`config.mk`:
```
export PLATFORM = sky130hd
export DESIGN_NAME = html_tag_scanner
export DESIGN_NICKNAME = d
export VERILOG_FILES = /design/src/design/hts_pkg.sv /design/src/design/hts_step.sv /design/src/design/html_tag_scanner.sv
export SDC_FILE = /design/constraint.sdc
export NUM_CORES = 1
export LEC_CHECK = 0
export BUFFER_PORTS_ARGS = -buffer_cell sky130_fd_sc_hd__buf_2
export CELL_PAD_IN_SITES_DETAIL_PLACEMENT = 0
export CELL_PAD_IN_SITES_GLOBAL_PLACEMENT = 1
export CORE_MARGIN = 4
export CORE_UTILIZATION = 40
export DETAILED_ROUTE_END_ITERATION = 10
export GPL_ROUTABILITY_DRIVEN = 0
export GPL_TIMING_DRIVEN = 1
export PLACE_DENSITY_LB_ADDON = 0.1
export SETUP_SLACK_MARGIN = 0.1
export SYNTH_ARGS = -nofsm -noshare
export SYNTH_HDL_FRONTEND = slang
export SYNTH_SLANG_ARGS = --single-unit
```
`constraint.sdc`:
```
create_clock -name clk -period 4 [get_ports clk]
set_clock_uncertainty 0.1 [all_clocks]
set_input_delay 0.8 -clock clk [delete_from_list [all_inputs] [get_ports clk]]
set_output_delay 0.8 -clock clk [all_outputs]
set_load 0.01 [all_outputs]
```
`src/design/hts_pkg.sv`:
```
package hts_pkg;

    typedef struct packed {
        logic [7:0] char_code;
        logic       start_scan;
        logic       close_mode;
        logic       line_end;
    } item_t;

    typedef struct packed {
        logic [1:0] scan_status;
        logic [7:0] name_char;
        logic       name_valid;
        logic       name_last;
    } result_t;

    typedef enum logic [3:0] {
        PH_IDLE    = 4'd0,
        PH_LT      = 4'd1,
        PH_TAG     = 4'd2,
        PH_SPACE   = 4'd3,
        PH_ATTR    = 4'd4,
        PH_STR     = 4'd5,
        PH_ESC     = 4'd6,
        PH_C_LT    = 4'd7,
        PH_C_SLASH = 4'd8,
        PH_C_NAME  = 4'd9,
        PH_BEGIN   = 4'd10
    } phase_t;

    typedef enum logic [1:0] {
        ST_IDLE = 2'd0,
        ST_BUSY = 2'd1,
        ST_DONE = 2'd2,
        ST_FAIL = 2'd3
    } status_t;

    localparam logic [7:0] CH_LT     = 8'h3C;
    localparam logic [7:0] CH_GT     = 8'h3E;
    localparam logic [7:0] CH_SLASH  = 8'h2F;
    localparam logic [7:0] CH_QUOTE  = 8'h22;
    localparam logic [7:0] CH_BSLASH = 8'h5C;
    localparam logic [7:0] CH_UP_A   = 8'h41;
    localparam logic [7:0] CH_UP_Z   = 8'h5A;
    localparam logic [7:0] CH_LO_A   = 8'h61;
    localparam logic [7:0] CH_LO_Z   = 8'h7A;
    localparam logic [7:0] CH_SPACE  = 8'h20;
    localparam logic [7:0] CH_TAB    = 8'h09;
    localparam logic [7:0] CH_CR     = 8'h0D;
    localparam logic [7:0] CASE_GAP  = CH_LO_A - CH_UP_A;

    function automatic logic is_space(input logic [7:0] c);
        is_space = (c == CH_SPACE) || (c >= CH_TAB && c <= CH_CR);
    endfunction

    function automatic logic is_upper(input logic [7:0] c);
        is_upper = (c >= CH_UP_A && c <= CH_UP_Z);
    endfunction

    function automatic logic is_letter(input logic [7:0] c);
        is_letter = is_upper(c) || (c >= CH_LO_A && c <= CH_LO_Z);
    endfunction

    function automatic logic [7:0] to_lower(input logic [7:0] c);
        to_lower = is_upper(c) ? c + CASE_GAP : c;
    endfunction

endpackage

```
`src/design/hts_step.sv`:
```
module hts_step (
    input  hts_pkg::item_t   item,
    input  hts_pkg::phase_t  phase,
    input  logic             is_close,
    output hts_pkg::phase_t  phase_next,
    output logic             is_close_next,
    output hts_pkg::result_t result
);

    hts_pkg::phase_t  ph;
    hts_pkg::phase_t  nxt;
    hts_pkg::status_t st;
    logic [7:0]       c;
    logic [7:0]       nch;
    logic             nvalid;
    logic             nlast;
    logic             cls;

    always_comb begin
        c      = item.char_code;
        ph     = item.start_scan ? hts_pkg::PH_BEGIN : phase;
        cls    = item.start_scan ? item.close_mode : is_close;
        nxt    = ph;
        st     = hts_pkg::ST_BUSY;
        nch    = '0;
        nvalid = 1'b0;
        nlast  = 1'b0;

        unique case (ph)
            hts_pkg::PH_BEGIN: begin
                if (c == hts_pkg::CH_LT) begin
                    nxt = cls ? hts_pkg::PH_C_LT : hts_pkg::PH_LT;
                end
                else begin
                    st = hts_pkg::ST_FAIL;
                end
            end
            hts_pkg::PH_LT: begin
                priority if (hts_pkg::is_space(c)) begin
                    nxt = ph;
                end
                else if (hts_pkg::is_letter(c)) begin
                    nxt    = hts_pkg::PH_TAG;
                    nch    = hts_pkg::to_lower(c);
                    nvalid = 1'b1;
                end
                else begin
                    st = hts_pkg::ST_FAIL;
                end
            end
            hts_pkg::PH_TAG: begin
                priority if (hts_pkg::is_space(c)) begin
                    nxt   = hts_pkg::PH_SPACE;
                    nlast = 1'b1;
                end
                else if (c == hts_pkg::CH_GT) begin
                    st    = hts_pkg::ST_DONE;
                    nlast = 1'b1;
                end
                else begin
                    nch    = hts_pkg::to_lower(c);
                    nvalid = 1'b1;
                end
            end
            hts_pkg::PH_SPACE: begin
                priority if (hts_pkg::is_space(c)) begin
                    nxt = ph;
                end
                else if (c == hts_pkg::CH_GT) begin
                    st = hts_pkg::ST_DONE;
                end
                else if (c == hts_pkg::CH_QUOTE) begin
                    nxt = hts_pkg::PH_STR;
                end
                else begin
                    nxt = hts_pkg::PH_ATTR;
                end
            end
            hts_pkg::PH_ATTR: begin
                if (c == hts_pkg::CH_QUOTE) begin
                    nxt = hts_pkg::PH_STR;
                end
                else if (c == hts_pkg::CH_GT) begin
                    st = hts_pkg::ST_DONE;
                end
            end
            hts_pkg::PH_STR: begin
                if (c == hts_pkg::CH_QUOTE) begin
                    nxt = hts_pkg::PH_ATTR;
                end
                else if (c == hts_pkg::CH_BSLASH) begin
                    nxt = hts_pkg::PH_ESC;
                end
            end
            hts_pkg::PH_ESC: begin
                nxt = hts_pkg::PH_STR;
            end
            hts_pkg::PH_C_LT: begin
                priority if (hts_pkg::is_space(c)) begin
                    nxt = ph;
                end
                else if (c == hts_pkg::CH_SLASH) begin
                    nxt = hts_pkg::PH_C_SLASH;
                end
                else begin
                    st = hts_pkg::ST_FAIL;
                end
            end
            hts_pkg::PH_C_SLASH: begin
                priority if (hts_pkg::is_space(c)) begin
                    nxt = ph;
                end
                else if (hts_pkg::is_letter(c)) begin
                    nxt    = hts_pkg::PH_C_NAME;
                    nch    = hts_pkg::to_lower(c);
                    nvalid = 1'b1;
                    if (item.line_end) begin
                        st    = hts_pkg::ST_DONE;
                        nlast = 1'b1;
                    end
                end
                else begin
                    st = hts_pkg::ST_FAIL;
                end
            end
            hts_pkg::PH_C_NAME: begin
                if (hts_pkg::is_space(c) || c == hts_pkg::CH_GT || c == hts_pkg::CH_SLASH) begin
                    st    = hts_pkg::ST_DONE;
                    nlast = 1'b1;
                end
                else begin
                    nch    = hts_pkg::to_lower(c);
                    nvalid = 1'b1;
                    if (item.line_end) begin
                        st    = hts_pkg::ST_DONE;
                        nlast = 1'b1;
                    end
                end
            end
            default: begin
                st = hts_pkg::ST_IDLE;
            end
        endcase

        // an unfinished scan cannot run past the end of the line
        if (st == hts_pkg::ST_BUSY && item.line_end) begin
            st = hts_pkg::ST_FAIL;
        end
        if (st == hts_pkg::ST_FAIL) begin
            nch    = '0;
            nvalid = 1'b0;
            nlast  = 1'b0;
        end

        phase_next         = (st == hts_pkg::ST_BUSY) ? nxt : hts_pkg::PH_IDLE;
        is_close_next      = cls;
        result.scan_status = st;
        result.name_char   = nch;
        result.name_valid  = nvalid;
        result.name_last   = nlast;
    end

endmodule

```
`src/design/html_tag_scanner.sv`:
```
// An accepted request is held in the input register; its result is registered.
// Throughput: one character per cycle unless the output stalls; the scan state
// register loops through the transition logic between input and result registers.
// Reset: rst_n (asynchronous, active low) empties both registers and puts the
// scanner in idle with open mode selected.
module html_tag_scanner (
    input  logic             clk,
    input  logic             rst_n,
    input  logic             item_valid,
    output logic             item_stall,
    input  hts_pkg::item_t   item,
    output logic             result_valid,
    input  logic             result_stall,
    output hts_pkg::result_t result
);

    logic             hold_valid_reg;
    hts_pkg::item_t   hold_reg;
    logic             out_valid_reg;
    hts_pkg::result_t out_reg;
    hts_pkg::phase_t  phase_reg;
    logic             is_close_reg;

    hts_pkg::phase_t  phase_next;
    logic             is_close_next;
    hts_pkg::result_t step_result;

    logic out_free;
    logic advance;
    logic take;

    hts_step u_step (
        .item          (hold_reg),
        .phase         (phase_reg),
        .is_close      (is_close_reg),
        .phase_next    (phase_next),
        .is_close_next (is_close_next),
        .result        (step_result)
    );

    assign out_free   = !out_valid_reg || !result_stall;
    assign advance    = hold_valid_reg && out_free;
    assign item_stall = hold_valid_reg && !out_free;
    assign take       = item_valid && !item_stall;

    always_ff @(posedge clk or negedge rst_n) begin
        if (!rst_n) begin
            hold_valid_reg <= 1'b0;
            out_valid_reg  <= 1'b0;
            phase_reg      <= hts_pkg::PH_IDLE;
            is_close_reg   <= 1'b0;
        end
        else begin
            if (take) begin
                hold_valid_reg <= 1'b1;
            end
            else if (advance) begin
                hold_valid_reg <= 1'b0;
            end
            if (advance) begin
                out_valid_reg <= 1'b1;
                phase_reg     <= phase_next;
                is_close_reg  <= is_close_next;
            end
            else if (out_free) begin
                out_valid_reg <= 1'b0;
            end
        end
    end

    // payload registers: load on request, hold otherwise
    always_ff @(posedge clk) begin
        if (take) begin
            hold_reg <= item;
        end
        if (advance) begin
            out_reg <= step_result;
        end
    end

    assign result_valid = out_valid_reg;
    assign result       = out_reg;

endmodule

```
==> results.py <==
metrics = {
    "floorplan": {
        "num_rows": 24,
        "die_h_um": 75.79,
        "die_width_um": 75.79,
        "initial_core_util_pct": 41.64,
        "dieArea_um2": 5743,
        "design.portCount": 29,
        "core_area_um2": 4414,
    },
    "timing": {
        "min_period_over_period_pct": 67.24,
        "hold_viol_final": 0,
        "final-max-slew-violation-count": 0,
        "rsz0062_at_grt": "no",
        "max_freq_ghz": 0.3718,
        "worst_pin_slew_ns": 0.6117,
        "fin_crit_ns": 2.690,
        "whs_ns": 0.2428,
        "slew_headroom_pct": 59.18,
        "setup_viol": 0,
        "setup_tns_ns": 0,
    },
    "worst_setup_path": {
        "path_buf_inv": 0,
        "cp-end-kind": "flop",
        "timing.rr.start": "hold_reg[8]",
        "rrSetupSlack_ns": 1.31,
        "startpoint_type": "flop",
        "critPathKind": "reg2reg",
        "r2r-end": "phase_reg[0]",
        "worst_ep_arrival_time_ns": 2.75,
        "cp.depth": 8,
        "cp_max_fo": 10,
        "reg2reg_depth": 8,
        "cp_cell_sequence": "ha_1 -> or2b_1 -> a211oi_1 -> nor3_1 -> o21ai_0 -> a21o_1 -> nand4_1 -> a221oi_1",
        "slowest_stage": "edfxtp_1",
        "crit_end": "phase_reg[0]",
        "path_delay_family": "compound AO/OA/AOI/OAI gates",
        "max_stage_delay_ns": 0.51,
        "required_ns": 4.06,
        "startpoint": "hold_reg[8]",
    },
    "layout": {
        "final_cells": 262,
        "area_growth_pct": 14.50,
        "fin_nets": 225,
        "final_area_um2": 2105,
        "largest_reg_flops": 12,
        "drive_above_1_share_pct": 20.95,
        "num_antenna_cells": 0,
    },
    "route": {
        "drtAntennaViolNets": 0,
        "wl_per_cell_um": 15.61,
        "dr.pass1.iters": 4,
        "vias": 1508,
        "drtIter0Drc": 105,
        "viasPerCell": 5.756,
        "drt_drc_violations_left": 0,
        "wirelength_um": 4089,
    },
    "clock_network": {
        "clkSinkCount": 30,
        "cts_tree": "yes",
        "clock_path_buffers": 2,
        "htreeDepth": 2,
        "cts_resized": 0,
        "clk_pin_slew_worst_paths_ns": 0.07,
        "cts_setup_buffers": 0,
        "insertion_delay_ns": 0.28,
        "cts_root_buf": "clkbuf_8",
        "cts_buffers": 5,
        "cts_hold_buf": 0,
    },
    "global_route": {
        "grt_pass1_wl_um": 6955,
        "antenna_found_initial": 0,
        "grt_max_degree": 17,
        "grtUsageTotal_pct": 15.95,
        "gr-total-overflow": 0,
        "grt_pass1_vias": 1441,
    },
    "synth": {
        "synthCells": 184,
        "syn_avg_cell_area_um2": 9.989,
        "synth-seq-cells": 30,
        "synth_top_family_by_area": "simple AND/OR/NAND/NOR gates",
        "synth_area_leaders": "edfxtp_1 (38%), dfrtp_1 (9.5%), nand2_1 (4.1%)",
        "synth_xor_area_share_pct": 0.4765,
        "synthAdderAreaFrac_pct": 0.6807,
        "synth_top_area_share_pct": 37.58,
        "yosys_warnings": 0,
        "synth_area_leader_cell": "edfxtp_1",
        "synth_compound_gate_area_share_pct": 17.70,
        "syn_area_um2": 1838,
        "synthesis.nets": 200,
        "ys_seq_area_share_pct": 47.11,
        "synth.mux.area_fraction_pct": 1.770,
        "synthSimpleGateAreaFrac_pct": 28.39,
        "ys_types": 54,
        "synth_edf_count": 23,
        "ys.flop_type": "edfxtp_1",
        "synth-async-reset-ratio_pct": 23.33,
    },
    "placed_design": {
        "dpl.hpwl_um": 3117,
        "dp.cells": 254,
        "place_area_um2": 1998,
        "numPortBuffers": 28,
    },
    "outcome": {
        "outcome": "completed",
    },
    "pwr": {
        "p_leak_nw": 0.8265,
        "power.density_nw_per_um2": 441.7,
        "ir_drop_mv": 0.2116,
    },
    "flow_run": {
        "drv_cap": 0,
    },
    "hold_path": {
        "holdCritPathClass": "in2async",
    },
}
layer usage:
layer / vias to the layer above / global-route usage, % / part of all wire [%]
met4: 0 / 6.408 / 1.2
met5: - / 0 / 0
li1: 740 / - / -
met1: 705 / 21.69 / 46
met3: 5 / 3.298 / 6.7
met2: 58 / 24.71 / 46
power breakdown:
group / total (mW) / leakage, nW / internal [mW] / switching (mW)
sequential: 0.425 / 0.310 / 0.378 / 0.0472
clock: 0.298 / 0.0524 / 0.186 / 0.112
combinational: 0.207 / 0.464 / 0.0851 / 0.121
total: 0.930 / 0.826 / 0.649 / 0.280
placed cells by master (no fill, tap or decap), types with 5 or more instances in the layout:
| master | Yosys | routed |
|---|---|---|
| nand3_1 | 6 | 6 |
| edfxtp_1 | 23 | 23 |
| clkbuf_8 | 0 | 5 |
| o21ai_0 | 5 | 5 |
| inv_1 | 7 | 7 |
| dfrtp_1 | 7 | 7 |
| buf_2 | 0 | 28 |
| nor2_1 | 18 | 18 |
| and2_1 | 8 | 8 |
| nor3_1 | 8 | 8 |
| nand2_1 | 20 | 20 |
worst reg2reg max path, cell delays in order (launching register included):
cell and delay, ns:
edfxtp_1 0.51, ha_1 0.26, or2b_1 0.21, a211oi_1 0.35, nor3_1 0.16, o21ai_0 0.17
a21o_1 0.23, nand4_1 0.21, a221oi_1 0.37
cell usage after synthesis, drive strengths merged (2+ instances only):
cell	instances
inv	7
clkbuf	9
nor3b	4
a211oi	3
o41ai	2
and4b	2
nor2b	4
a21o	2
o21a	2
nand2	20
and2	8
nand2b	4
nor4	4
nor2	18
nand3b	2
nor3	9
mux2	2
a21oi	5
edfxtp	23
o221ai	2
nand3	6
o31ai	2
nand4	4
o21ai	8
dfrtp	7
a221oi	2
o211ai	3
or3	2
cell type report:
| type | instances | area (um2) |
|---|---|---|
| clock buffers | 7 | 76.32 |
| flip-flops and latches | 30 | 865.8 |
| well taps | 52 | 65.06 |
| clock inverters | 1 | 30.03 |
| fillers | 414 | 2310 |
| repair buffers | 28 | 140.1 |
| inverters | 7 | 26.28 |
| multi-input cells | 137 | 900.9 |
cell families (layout without fill, tap and decap cells):
kind of cell | after synthesis | count (layout)
muxes | 3 | 3
adders and majority gates | 1 | 1
buffers and inverters | 17 | 43
DFF | 30 | 30
and+or+nand+nor | 94 | 94
AOI/OAI and AO/OA | 38 | 38
xor gates and xnor gates | 1 | 1
metrics by stage:
stage / util (%) / power [mW] / setup slack [ns]
floorplan: - / 0.5787 / 1.655
global placement: 45.27 / 0.6339 / 1.375
detailed placement: 45.27 / 0.6366 / 1.306
CTS: 47.68 / 0.9381 / 1.288
global route: 47.68 / 0.9837 / 1.052
finish: 47.68 / 0.9296 / 1.310
worst min-delay path by stage:
stage / startpoint / to / slack, ns / cells after the start
floorplan: hold_valid_reg / result_valid / 0.36 / 1
global placement: hold_valid_reg / result_valid / 0.38 / 1
detailed placement: hold_valid_reg / result_valid / 0.38 / 1
CTS: rst_n / phase_reg[3] / 0.24 / 1
global route: rst_n / phase_reg[3] / 0.24 / 1
finish: rst_n / phase_reg[3] / 0.24 / 1
Note: power is estimated with default switching activity, not from simulation.
